===== src/design/bbs_pkg.sv =====
// Shared types and constants for the Bollinger band signal block.
// No dependencies; every other file refers to this package by scoped names.
package bbs_pkg;

   localparam int PRICE_IN_W = 24;
   localparam int PRICE_W    = 25;   // half-tick price
   localparam int FQTY_W     = 32;
   localparam int FCOMM_W    = 32;
   localparam int OQTY_W     = 47;
   localparam int POS_W      = 48;
   localparam int CAP_W      = 64;
   localparam int CFG_W      = 62;
   localparam int MUL_W      = 32;
   localparam int PROD_W     = 64;
   localparam int DIV_N      = 63;   // dividend bits (positive capital)
   localparam int DIV_D      = 28;   // divisor bits (5 * price)

   localparam logic CMD_TICK  = 1'b0;
   localparam logic CMD_FILL  = 1'b1;
   localparam logic SIDE_BUY  = 1'b0;
   localparam logic SIDE_SELL = 1'b1;

   typedef struct packed {
      logic [MUL_W-1:0] a;
      logic [MUL_W-1:0] b;
   } mul_req_type;

   typedef struct packed {
      logic             start;
      logic [DIV_N-1:0] dividend;
      logic [DIV_D-1:0] divisor;
   } div_req_type;

   typedef struct packed {
      logic             busy;
      logic             done;
      logic [DIV_N-1:0] quotient;
   } div_rsp_type;

endpackage


===== src/design/bbs_mul.sv =====
// Shared 32x32 multiplier with a registered product.
// Depends on bbs_pkg.
module bbs_mul (
   input  logic                         clock,
   input  bbs_pkg::mul_req_type         mul_req,
   output logic [bbs_pkg::PROD_W-1:0]   prod
);
   logic [bbs_pkg::PROD_W-1:0] prod_ff;
   logic [bbs_pkg::PROD_W-1:0] prod_in;

   assign prod_in = bbs_pkg::PROD_W'(mul_req.a) * bbs_pkg::PROD_W'(mul_req.b);

   always_ff @(posedge clock) begin
      prod_ff <= prod_in;
   end

   assign prod = prod_ff;
endmodule


===== config.mk =====
export PLATFORM = sky130hd
export DESIGN_NAME = bbs_mul
export DESIGN_NICKNAME = d
export VERILOG_FILES = /design/src/design/bbs_pkg.sv /design/src/design/bbs_mul.sv
export SDC_FILE = /design/constraint.sdc
export NUM_CORES = 2
export LEC_CHECK = 0
export BUFFER_PORTS_ARGS = -buffer_cell sky130_fd_sc_hd__buf_2
export CAP_MARGIN = 10
export CORE_ASPECT_RATIO = 1.4
export CORE_MARGIN = 2
export CORE_UTILIZATION = 40
export DETAILED_ROUTE_END_ITERATION = 7
export PLACE_DENSITY = 0.63
export SYNTH_ARGS = -nofsm -noshare
export SYNTH_HDL_FRONTEND = slang
export SYNTH_SLANG_ARGS = --single-unit

===== constraint.sdc =====
create_clock -name clock -period 10.65 [get_ports clock]
set_input_delay 2.13 -clock clock [delete_from_list [all_inputs] [get_ports clock]]
set_output_delay 2.13 -clock clock [all_outputs]
set_load 0.01 [all_outputs]

==> results.cfg <==
[floorplan]
fp.dieW_um = 252.7
io_pins = 129
start_util_pct = 40.43
die_h_um = 352.1
rows = 127
dieArea_um2 = 88980
core_area_um2 = 85650

[logic_synthesis]
synth_nets = 4982
synth_edf_count = 0
yosysTopAreaCellShare_pct = 51.80
synth_flop_cell = dfxtp_1
synth.top_cells.by_area = fa_1, and2_1, ha_1
yosys.area.top_type = fa_1
synth.most_common_cell = fa_1
async_flop_share_pct = 0
yosysWarnings = 0
synthTopCellsByCount = fa_1, inv_1, and2_1, nand2_1, ha_1
avgSynthCellArea_um2 = 9.215
synth_cell_types = 56
syn-cell-area_um2 = 34630
ys_seq_area_share_pct = 3.700
syn_inst = 3758
yosys_register_bits = 64

[global_routing]
antenna_found_initial = 4
grt_pass1_wl_um = 154600
first_global_vias = 27590
grt_max_degree = 33
overflow = 0
grt_usage_pct = 22.97

[timing]
slew_violations = 0
tightest_slew_ns = 0.8116
relSlewSlack_pct = 45.90
hold_viol = 0
rsz0062_at_grt = no
finalCritPeriodShare_pct = 90.89
fmax_mhz = 103.3
tns_ns = 0
post-route-min-period_ns = 9.680
setup_viol = 0

[final_layout]
area_growth_pct = 5.022
nets = 4926
drive_above_1_share_pct = 5.018
final_cells = 4805
final_core_util_pct = 42.46
largest_register_ffs = 64

[setup_path]
path_cells = buf_2 -> buf_4 -> nand2_1 -> fa_1 -> fa_1 -> inv_1 -> fa_1 -> fa_1 -> fa_1 -> fa_1 -> fa_1 -> inv_1 -> fa_1 -> inv_1 -> ha_1 -> nand2_1 -> or4_1 -> or3_1 -> a31oi_1 -> a31o_2 -> a211oi_1 -> o21ai_1 -> xor2_1
worstSetupStartpointType = input port
path_common_cell = fa_1
path_max_fanout = 22
slowest_stage = fa_1
cpPeakStageDelay_ns = 0.65
startpoint = mul_req[50]
cp.arrival_ns = 9.97
crit_required_ns = 10.94
end_kind = register
critical_path_class = input port to register

[status]
outcome = finished, final reports clean

[drt]
drt_iter0_drc = 1284
num_vias = 24990
totalWireLength_um = 98600
drtPass1Iterations = 5
ant_nets = 0
drc = 0
viasPerCell = 5.201
routedWlPerCell_um = 20.52

[placed_design]
gp_congestion = 0.9063
dpl.cell_count = 4787
port_buffers = 128
dp_hpwl_um = 82660

[clock_network]
cts_hold_buf = 0
clk_pin_slew_worst_paths_ns = 0.06
cts_tree = done
h-tree-depth = 3
cts_sinks = 64
cts_resized = 0
cts_max_path_buffers = 2
postCtsSetupRepairBufs = 0
cts_buffers = 9
root_buffer = clkbuf_16

[hold_path]
hold_class = input port to register
hp-start = mul_req[0]

[job]
cap_violations = 0
[final timing paths]
| kind | end | cells past startpoint | slack (ns) |
|---|---|---|---|
| max | prod[62] | 23 | 0.97 |
| min | prod[0] | 2 | 2.43 |
[area by class of cell]
cell class / instances / area [µm²]
clock inverters: 5 / 103.9
flip-flops and latches: 64 / 1281
multi-input cells: 2604 / 29240
fillers: 8444 / 49280
repair buffers: 160 / 880.8
well taps: 1096 / 1371
clock buffers: 11 / 242.7
inverters: 863 / 3239
diodes: 2 / 5.005
[critical path, delay by kind of cell]
kind	cells	cell delay, ns
compound gates	4	1.00
xor+xnor	1	0.16
buf+inv	5	0.89
simple gates	4	1.15
fa+ha+maj	9	4.60
[logic make-up (layout without fill, tap and decap cells)]
kind of cell	count (synthesis)	count (layout)	share of synthesized area, %
AOI/OAI and AO/OA	205	205	3.917
xor gates and xnor gates	59	59	1.492
adders and majority gates	1159	1159	61.30
buffers and inverters	1090	1039	11.85
DFF	64	64	3.700
muxes	1	1	0.02891
other	0	2	0
and+or+nand+nor	1180	1180	17.71
[routing by layer]
metal / part of all wire (%) / GRT usage (%)
met1: 33 / 23.52
met2: 56 / 43.83
met3: 3.5 / 1.830
met4: 8.1 / 15.55
met5: 0 / 0
[layout by cell type, fill, tap and decap left out, types with 26 or more instances in the layout]
master / count
fa_1: 896
xor2_1: 26
xnor2_1: 33
buf_2: 128
nand2_1: 478
dfxtp_1: 64
o21ai_0: 28
a21o_1: 37
and2_1: 603
a21oi_1: 68
buf_4: 32
ha_1: 263
inv_1: 863
[stage by stage]
| stage | hold WS [ns] | area (µm²) | setup WS, ns |
|---|---|---|---|
| after floorplan | 2.257 | 34630 | 1.772 |
| after global placement | 2.524 | 36020 | 0.8081 |
| after detailed placement | 2.523 | 36020 | 0.7194 |
| after CTS | 2.398 | 36360 | 1.079 |
| after global routing | 2.423 | 36360 | 0.6575 |
| final | 2.427 | 36370 | 0.9703 |
Power is not shown: default switching activity piles up to over one toggle a cycle in this logic, so the estimate is an artifact.
