### config.mk
export PLATFORM = sky130hd
export DESIGN_NAME = bbs_div
export DESIGN_NICKNAME = d
export VERILOG_FILES = /design/src/design/bbs_pkg.sv /design/src/design/bbs_div.sv
export SDC_FILE = /design/constraint.sdc
export NUM_CORES = 1
export LEC_CHECK = 0
export BUFFER_PORTS_ARGS = -buffer_cell sky130_fd_sc_hd__clkbuf_2
export CAP_MARGIN = 20
export CELL_PAD_IN_SITES_DETAIL_PLACEMENT = 2
export CELL_PAD_IN_SITES_GLOBAL_PLACEMENT = 2
export CORE_MARGIN = 4
export CORE_UTILIZATION = 39
export CTS_BUF_LIST = sky130_fd_sc_hd__clkbuf_8
export CTS_CLUSTER_DIAMETER = 200
export DETAILED_ROUTE_END_ITERATION = 8
export GPL_TIMING_DRIVEN = 0
export PLACE_DENSITY = 0.92
export REMOVE_ABC_BUFFERS = 1
export SKIP_LAST_GASP = 1
export SLEW_MARGIN = 20
export SYNTH_ARGS = -nofsm -noshare
export SYNTH_HDL_FRONTEND = slang
export SYNTH_SLANG_ARGS = --single-unit
### constraint.sdc
create_clock -name clock -period 6.3 [get_ports clock]
set_input_delay 1.26 -clock clock [delete_from_list [all_inputs] [get_ports clock]]
set_output_delay 1.26 -clock clock [all_outputs]
set_load 0.01 [all_outputs]
### src/design/bbs_pkg.sv
// Shared types and constants for the Bollinger band signal block.
// No dependencies; every other file refers to this package by scoped names.
package bbs_pkg;

   localparam int PRICE_IN_W = 24;
   localparam int PRICE_W    = 25;   // half-tick price
   localparam int FQTY_W     = 32;
   localparam int FCOMM_W    = 32;
   localparam int OQTY_W     = 47;
   localparam int POS_W      = 48;
   localparam int CAP_W      = 64;
   localparam int CFG_W      = 62;
   localparam int MUL_W      = 32;
   localparam int PROD_W     = 64;
   localparam int DIV_N      = 63;   // dividend bits (positive capital)
   localparam int DIV_D      = 28;   // divisor bits (5 * price)

   localparam logic CMD_TICK  = 1'b0;
   localparam logic CMD_FILL  = 1'b1;
   localparam logic SIDE_BUY  = 1'b0;
   localparam logic SIDE_SELL = 1'b1;

   typedef struct packed {
      logic [MUL_W-1:0] a;
      logic [MUL_W-1:0] b;
   } mul_req_type;

   typedef struct packed {
      logic             start;
      logic [DIV_N-1:0] dividend;
      logic [DIV_D-1:0] divisor;
   } div_req_type;

   typedef struct packed {
      logic             busy;
      logic             done;
      logic [DIV_N-1:0] quotient;
   } div_rsp_type;

endpackage

### src/design/bbs_div.sv
// Restoring divider, one quotient bit per cycle.
// Depends on bbs_pkg.
module bbs_div (
   input  logic                 clock,
   input  logic                 reset,
   input  bbs_pkg::div_req_type div_req,
   output bbs_pkg::div_rsp_type div_rsp
);
   localparam int CNT_W = $clog2(bbs_pkg::DIV_N);

   logic                      busy_ff, busy_in;
   logic                      done_ff, done_in;
   logic [CNT_W-1:0]          cnt_ff, cnt_in;
   logic [bbs_pkg::DIV_D-1:0] rem_ff, rem_in;
   logic [bbs_pkg::DIV_N-1:0] quo_ff, quo_in;
   logic [bbs_pkg::DIV_D-1:0] dsor_ff, dsor_in;
   logic [bbs_pkg::DIV_D:0]   trial;
   logic [bbs_pkg::DIV_D:0]   diff;

   always_comb begin
      trial   = {rem_ff, quo_ff[bbs_pkg::DIV_N-1]};
      diff    = trial - {1'b0, dsor_ff};
      busy_in = busy_ff;
      done_in = 1'b0;
      cnt_in  = cnt_ff;
      rem_in  = rem_ff;
      quo_in  = quo_ff;
      dsor_in = dsor_ff;
      if (div_req.start) begin
         busy_in = 1'b1;
         cnt_in  = '0;
         rem_in  = '0;
         quo_in  = div_req.dividend;
         dsor_in = div_req.divisor;
      end else if (busy_ff) begin
         if (trial >= {1'b0, dsor_ff}) begin
            rem_in = diff[bbs_pkg::DIV_D-1:0];
            quo_in = {quo_ff[bbs_pkg::DIV_N-2:0], 1'b1};
         end else begin
            rem_in = trial[bbs_pkg::DIV_D-1:0];
            quo_in = {quo_ff[bbs_pkg::DIV_N-2:0], 1'b0};
         end
         cnt_in = cnt_ff + 1'b1;
         if (cnt_ff == CNT_W'(bbs_pkg::DIV_N - 1)) begin
            busy_in = 1'b0;
            done_in = 1'b1;
         end
      end
   end

   always_ff @(posedge clock) begin
      if (reset) begin
         busy_ff <= 1'b0;
         done_ff <= 1'b0;
      end else begin
         busy_ff <= busy_in;
         done_ff <= done_in;
      end
      cnt_ff  <= cnt_in;
      rem_ff  <= rem_in;
      quo_ff  <= quo_in;
      dsor_ff <= dsor_in;
   end

   assign div_rsp.busy     = busy_ff;
   assign div_rsp.done     = done_ff;
   assign div_rsp.quotient = quo_ff;
endmodule

==> results of run 1 <==
## path summary, 6_finish.rpt
kind	end	slack, ps	depth (start not counted)
setup / recovery	rem_ff[12]	3080	10
hold / removal	rem_ff[4]	510	2
setup reg to reg	rem_ff[12]	3080	10
hold reg to reg	rem_ff[4]	510	2
## report_power, final
group	switching [mW]	internal, mW
logic	0.316	0.224
clock network	0.355	0.506
registers	0.0554	0.986
total	0.727	1.72
## worst min-delay path, delay by kind of cell, from the launching register on
family | cells | cell delay [ps]
AO/OA/AOI/OAI | 1 | 70
flip-flops | 1 | 330
AND/OR/NAND/NOR | 1 | 60
## placed cells by master (no fill, tap or decap), types with 5 or more instances in the layout
cell type  instances
xor2_1            12
xnor2_1           13
nor2b_1            6
nor3_1             8
clkbuf_2         157
dfxtp_1           35
a21oi_1           30
mux2_2            64
clkbuf_8          21
o21ai_1            5
a311oi_2          11
ha_1              30
and3_1             5
inv_1             36
nand4_1            9
bufinv_16          5
a21o_1            13
edfxtp_1          91
nand2_1           51
o21ai_0           17
nor2_1            44
nand3_1           10
## final cells by class
cell class | count | area, µm²
clock buffers | 20 | 275.3
clock inverters | 12 | 203.9
fillers | 1760 | 8906
inverters | 37 | 141.4
multi-input cells | 405 | 3099
flip-flops and latches | 127 | 3455
well taps | 225 | 281.5
repair buffers | 161 | 874.6
## through the flow
step | util [%] | std cells | TNS (ps) | hold slack [ps]
3_3_place_gp | 45.04 | 952 | -7020 | 457.8
2_1_floorplan | - | 569 | 0 | 441.9
4_1_cts | 48.33 | 987 | 0 | 512.3
6_report | 48.33 | 987 | 0 | 505.3
3_5_place_dp | 45.55 | 955 | 0 | 494.2
5_1_grt | 48.33 | 987 | 0 | 537.4
## synth_stat cells (2+ instances only)
cell | n | area (µm²)
o311a_1 | 2 | 20.02
buf_1 | 6 | 22.52
o22ai_1 | 3 | 18.77
dfxtp_1 | 36 | 720.7
and2_1 | 4 | 25.02
o21a_1 | 4 | 30.03
a41oi_1 | 2 | 17.52
o31ai_1 | 4 | 30.03
nor3_1 | 8 | 40.04
a21o_1 | 13 | 97.59
a211oi_1 | 4 | 30.03
clkbuf_1 | 12 | 45.04
inv_1 | 36 | 135.1
nor2_1 | 44 | 165.2
o21ai_1 | 5 | 25.02
a21oi_2 | 2 | 17.52
nand2_1 | 51 | 191.4
nand4_1 | 9 | 56.30
a311oi_2 | 11 | 165.2
nor2b_1 | 6 | 37.54
mux2_2 | 64 | 720.7
or3_1 | 3 | 18.77
o31a_1 | 2 | 17.52
a211oi_2 | 2 | 25.02
or2_2 | 3 | 18.77
buf_6 | 5 | 56.30
nand2b_1 | 4 | 25.02
xnor2_1 | 13 | 113.9
o21bai_1 | 2 | 15.01
mux2i_1 | 2 | 20.02
a211o_1 | 3 | 26.28
a311oi_1 | 3 | 26.28
a31oi_1 | 3 | 18.77
and4_1 | 3 | 26.28
buf_4 | 2 | 15.01
a22oi_1 | 2 | 15.01
nand3_1 | 10 | 50.05
and3_1 | 5 | 31.28
ha_1 | 30 | 375.4
a21oi_1 | 30 | 150.1
edfxtp_1 | 91 | 2733
o21ai_0 | 17 | 85.08
xor2_1 | 12 | 105.1
## cell families after synthesis
kind of cell | share of synthesized area (%)
buffers and inverters | 4.137
multiplexers | 10.84
XOR/XNOR | 3.203
AND/OR/NAND/NOR | 10.58
flip-flops | 50.52
AO/OA/AOI/OAI | 14.94
adder cells (fa/ha/maj) | 5.784
## registers in the layout, indices dropped and copies added (netlist names)
register and count:
dsor_ff 28, done_ff 1, rem_ff 28, busy_ff 1
quo_ff 63, cnt_ff 6
## routing by layer
layer  global-route usage (%)  routed length (µm)  share of wire, %
met1                    24.19                8286                37
met2                    41.53               11510                52
met3                    9.764                1842               8.3
met4                    8.465                 633               2.8
met5                        0                   0                 0
==> results.yml, run 1 <==
run:
  drv_cap: 0
setup_path:
  criticalPathCategory: "reg2reg"
  cp_slowest_stage_delay_ps: 710
  worstSetupStartpointType: "flip-flop"
  crit_fanout: 27
  crit_arrival_ps: 3550
  critPathRequiredTime_ps: 6630
  crit_chain: "inv_1 -> ha_1 -> nand3_1 -> o21bai_1 -> o2111a_1 -> o2111ai_2 -> a21oi_2 -> o21ai_4 -> o22ai_1 -> a211oi_1"
  endpoint_kind: "flip-flop"
  regToRegStartpoint: "dsor_ff[2]"
  path_buf_inv: 1
  crit_family: "compound AO/OA/AOI/OAI gates"
  crit_start: "dsor_ff[2]"
  cpMaxStageDelayCell: "o21ai_4"
place:
  postPlaceCellArea_um2: 7851
  port_buffers: 158
  gp_congestion: 0.8720
  post-place-ws_ps: 3176
  dp_hpwl_um: 15970
detailed_routing:
  route.detailed.drc: 0
  vias: 5404
  drtIter0Drc: 235
  wire_per_inst_um: 22.56
  dr.pass1.iters: 4
  wl_um: 22270
  routed_via_density: 5.475
  ant_nets: 0
layout:
  final_area_um2: 8330
  nets: 874
  drive_above_1_share_pct: 37.66
  syn2layout_area_growth_pct: 21.87
  antennaDiodeCount: 0
die:
  num_rows: 48
  die_y_um: 140.4
  dieWidth_um: 140.4
  ioPinCount: 159
  fp.dieArea_um2: 19710
  core-area_um2: 17240
  start_util_pct: 39.66
sta:
  max_slew.worst_pin.slew_ps: 862.8
  timing.fmax_mhz: 310.7
  rsz0062_at_grt: "false"
  period_share_pct: 51.09
  relSlewSlack_pct: 42.26
  drv_slew: 0
  hold_viol: 0
  worst_slack_ps: 3082
  fin_skew_ps: 15.65
  setup_viol: 0
  period_needed_ps: 3218
synth:
  seq_area_frac_synth_pct: 50.52
  synth_cell_types: 65
  postSynthCellCount: 595
  synth.avg_cell_area_um2: 11.49
  async_reset_ff_share_pct: 0
  synth-seq-cells: 127
  synth-edff-count: 91
  netlist_area_um2: 6835
  ys_warn_count: 0
  ys.flop_type: "edfxtp_1"
global_route:
  antenna_found_initial: 0
  first_global_vias: 6343
  grt_overflow_total: 0
  grt_pass1_wl_um: 35490
  globalRouteTotalUtil_pct: 23.19
  grt_max_degree: 82
cts:
  htreeDepth: 4
  cts_buffers: 17
  clkSlewWorstSetupHoldPaths_ps: 70
  cts_resized: 0
  root_buffer: "clkbuf_8"
  cts_setup_buffers: 0
  cts.path.max_buffers: 2
  cts_tree: "built"
  clock-sinks: 127
  hold_buffers: 0
  clock_latency_ps: 450
power_and_ir_drop:
  irDropWorstVdd_v: 0.0002352
  p_per_area_nw_per_um2: 293.2
  finalPower_mw: 2.442
  p_leak_nw: 3.523
hold_path:
  hold_path.class: "reg2reg"
  min-delay-start: "rem_ff[3]"
status:
  status: "complete, no violations"
Note: power is estimated with default switching activity, not from simulation.
==> run 2: changes to the inputs <==
ABC_AREA = 1   (was default)
CORE_UTILIZATION = 29   (was 39)
PLACE_DENSITY = 0.83   (was 0.92)
clock period = 2.6 ns   (was 6.3 ns; I/O delays follow)
==> run 2 against run 1 <==
Worst setup slack got worse by 3000 ps. Via count increased by 31%. Sequential power increased by 130%. Combinational power up 28%. Hold slack got worse by 290 ps.
==> results.yml, run 2 <==
cts:
  cts_tree: "built"
  hold_buffers: 0
  clock_latency_ps: 470
  clock-sinks: 127
  clkSlewWorstSetupHoldPaths_ps: 100
  htreeDepth: 4
  cts.path.max_buffers: 2
  root_buffer: "clkbuf_8"
  cts_buffers: 17
global_route:
  grt_overflow_total: 0
  antenna_found_initial: 2
  first_global_vias: 8017
  globalRouteTotalUtil_pct: 18.65
  grt_max_degree: 96
  grt_pass1_wl_um: 41580
setup_path:
  cpMaxStageDelayCell: "ha_1"
  worstSetupStartpointType: "flip-flop"
  regToRegStartpoint: "rem_ff[18]"
  critPathRequiredTime_ps: 2970
  path_buf_inv: 2
  worstRegToRegCells: 12
  cp_slowest_stage_delay_ps: 410
  crit_chain: "ha_1 -> nand2_1 -> inv_1 -> a21oi_2 -> nand2_1 -> a21oi_4 -> nand3_4 -> buf_12 -> nor2_1 -> nor2_2 -> nand2_1 -> nand2_1"
  endpoint_kind: "flip-flop"
  cpMostUsedCell: "nand2_1"
  crit_fanout: 7
  reg2reg_slack_ps: 130
  crit_family: "simple AND/OR/NAND/NOR gates"
  rr_endpoint: "rem_ff[24]"
  criticalPathCategory: "reg2reg"
  crit_arrival_ps: 2840
hold_path:
  holdPathStages: 1
  hold_path_end: "dsor_ff[5]"
  hold_path.class: "in2reg"
  min-delay-start: "div_req[5]"
synth:
  synth_top_cell_area_share_pct: 37.06
  synth-seq-cells: 127
  netlist_area_um2: 7373
  async_reset_ff_share_pct: 0
  ys.flop_type: "edfxtp_1"
  synth-edff-count: 91
  synth.avg_cell_area_um2: 7.508
  synth.most_common_cell: "nand2_1"
  ys_warn_count: 0
  synth_top_cells_by_count: "nand2_1, inv_1, edfxtp_1"
  synth_cell_types: 34
  synth.area.top_cells: "edfxtp_1, nand2_1, dfxtp_1"
  seq_area_frac_synth_pct: 46.84
  postSynthCellCount: 982
  synth_area_leader_cell: "edfxtp_1"
detailed_routing:
  wire_per_inst_um: 17.69
  vias: 7084
  route.detailed.drc: 0
  ant_nets: 0
  dr.pass1.iters: 4
  drtIter0Drc: 376
  routed_via_density: 4.764
  wl_um: 26310
run:
  drv_cap: 0
sta:
  fin_skew_ps: 18.66
  setup_viol: 0
  timing.fmax_mhz: 404.9
  tns_ps: 0
  drv_slew: 0
  hold_viol: 0
  holdWs_ps: 213.9
  max_slew.worst_pin.slew_ps: 699.6
  rsz0062_at_grt: "false"
  period_needed_ps: 2470
  period_share_pct: 94.98
  relSlewSlack_pct: 53.36
status:
  status: "complete, no violations"
place:
  dp_cells: 1446
  gp_congestion: 0.8696
  dp_hpwl_um: 18890
  port_buffers: 158
layout:
  largest_reg_flops: 63
  stdcell_count: 1487
  antennaDiodeCount: 0
  syn2layout_area_growth_pct: 22.57
  nets: 1269
  drive_above_1_share_pct: 20.83
  fillers: 3053
  mostFrequentLayoutCell: "nand2_1"
  layout_common_cells: "nand2_1, clkbuf_2, inv_1"
  regMostFlops: "quo_ff"
  largestRegisters: "quo_ff x63, dsor_ff x28, rem_ff x28"
die:
  core-area_um2: 25110
  die_y_um: 167.5
  fp.dieArea_um2: 28040
  start_util_pct: 29.37
  ioPinCount: 159
  num_rows: 58
  dieWidth_um: 167.5
power_and_ir_drop:
  combPwrFrac_pct: 14.1
  p_per_area_nw_per_um2: 542.1
  switching_share_pct: 31.11
  power.switching_mw: 1.524
  irDropWorstVdd_v: 0.0002407
  clkPwrFrac_pct: 36.5
  p_leak_nw: 4.603
  power_frac_seq_pct: 49.5
  internal-power_mw: 3.375
==> run 2: changes by cell type after synthesis, moves of 11 or more <==
cell / previous run / this run
nand3_1: 10 / 71
a21oi_1: 30 / 18
nor2_1: 44 / 57
a311oi_2: 11 / 0
o21ai_0: 17 / 6
nand2_1: 51 / 423
inv_1: 36 / 132
nor2_2: 0 / 21
a21o_1: 13 / 0
mux2_2: 64 / 0
==> run 2: worst register-to-register path: cells and delay by family (launching register included) <==
kind | cells | cell delay (ps)
buffers and inverters | 2 | 240
DFF | 1 | 350
and+or+nand+nor | 7 | 800
adders and majority gates | 1 | 410
AOI/OAI and AO/OA | 2 | 570
==> run 2: worst max-delay path by stage <==
stage                     start          to  slack [ps]  cells past startpoint
floorplan           div_req[91]   rem_ff[0]        -400                      5
global placement    div_req[91]  rem_ff[10]       -4580                      6
detailed placement  div_req[91]   rem_ff[1]        -880                      6
CTS                 dsor_ff[19]  rem_ff[10]          -3                     11
global route        dsor_ff[17]  rem_ff[18]          20                     13
finish               rem_ff[18]  rem_ff[24]         130                     12
==> run 2: per-layer routing <==
metal,global-route usage [%],wire (µm)
met1,20.66,10600
met2,33.08,13110
met3,8.263,2288
met4,4.164,282
met5,0,26
==> run 2: power by group through the flow <==
stage / registers, mW / logic, mW / clock network (mW)
after global placement: 2.47 / 0.661 / 0
after floorplan: 2.50 / 0.302 / 0
after detailed placement: 2.47 / 0.695 / 0
final: 2.42 / 0.689 / 1.79
after global routing: 2.44 / 0.781 / 1.93
after CTS: 2.43 / 0.702 / 1.85
==> run 2: cells by family after synthesis <==
logic type	after synthesis	share of synthesized area, %
xor gates and xnor gates	13	1.544
and+or+nand+nor	607	34.11
AOI/OAI and AO/OA	44	3.241
buffers and inverters	160	8.909
DFF	127	46.84
adders and majority gates	31	5.362
==> run 2: what timing repair did <==
action / CTS / global route
resized for setup: 4 / 6
setup endpoints to repair: 28 / 29
hold endpoints to repair: 0 / 0
gates cloned: 2 / 1
setup buffers: 0 / 6
pin swaps: 1 / 3
==> run 2: metrics by stage <==
| step | worst slack (ps) | instance area, µm² | total power, mW | utilization (%) |
|---|---|---|---|---|
| 2_1_floorplan | -399.9 | 7216 | 2.803 | - |
| 3_5_place_dp | -875.0 | 8499 | 3.163 | 33.85 |
| 3_3_place_gp | -4579 | 8419 | 3.131 | 33.53 |
| 6_report | 130.5 | 9037 | 4.899 | 35.99 |
| 4_1_cts | -3.291 | 8929 | 4.975 | 35.56 |
| 5_1_grt | 15.38 | 9037 | 5.150 | 35.99 |
==> run 2: cell type report <==
cell class	count	area (µm²)	share of cell area (%)
Clock inverter	15	150.1	1.661
Multi-Input combinational cell	698	3356	37.13
Timing Repair Buffer	167	928.4	10.27
Sequential cell	127	3453	38.21
Clock buffer	17	234.0	2.589
Tap cell	330	412.9	4.569
Inverter	133	503.0	5.566
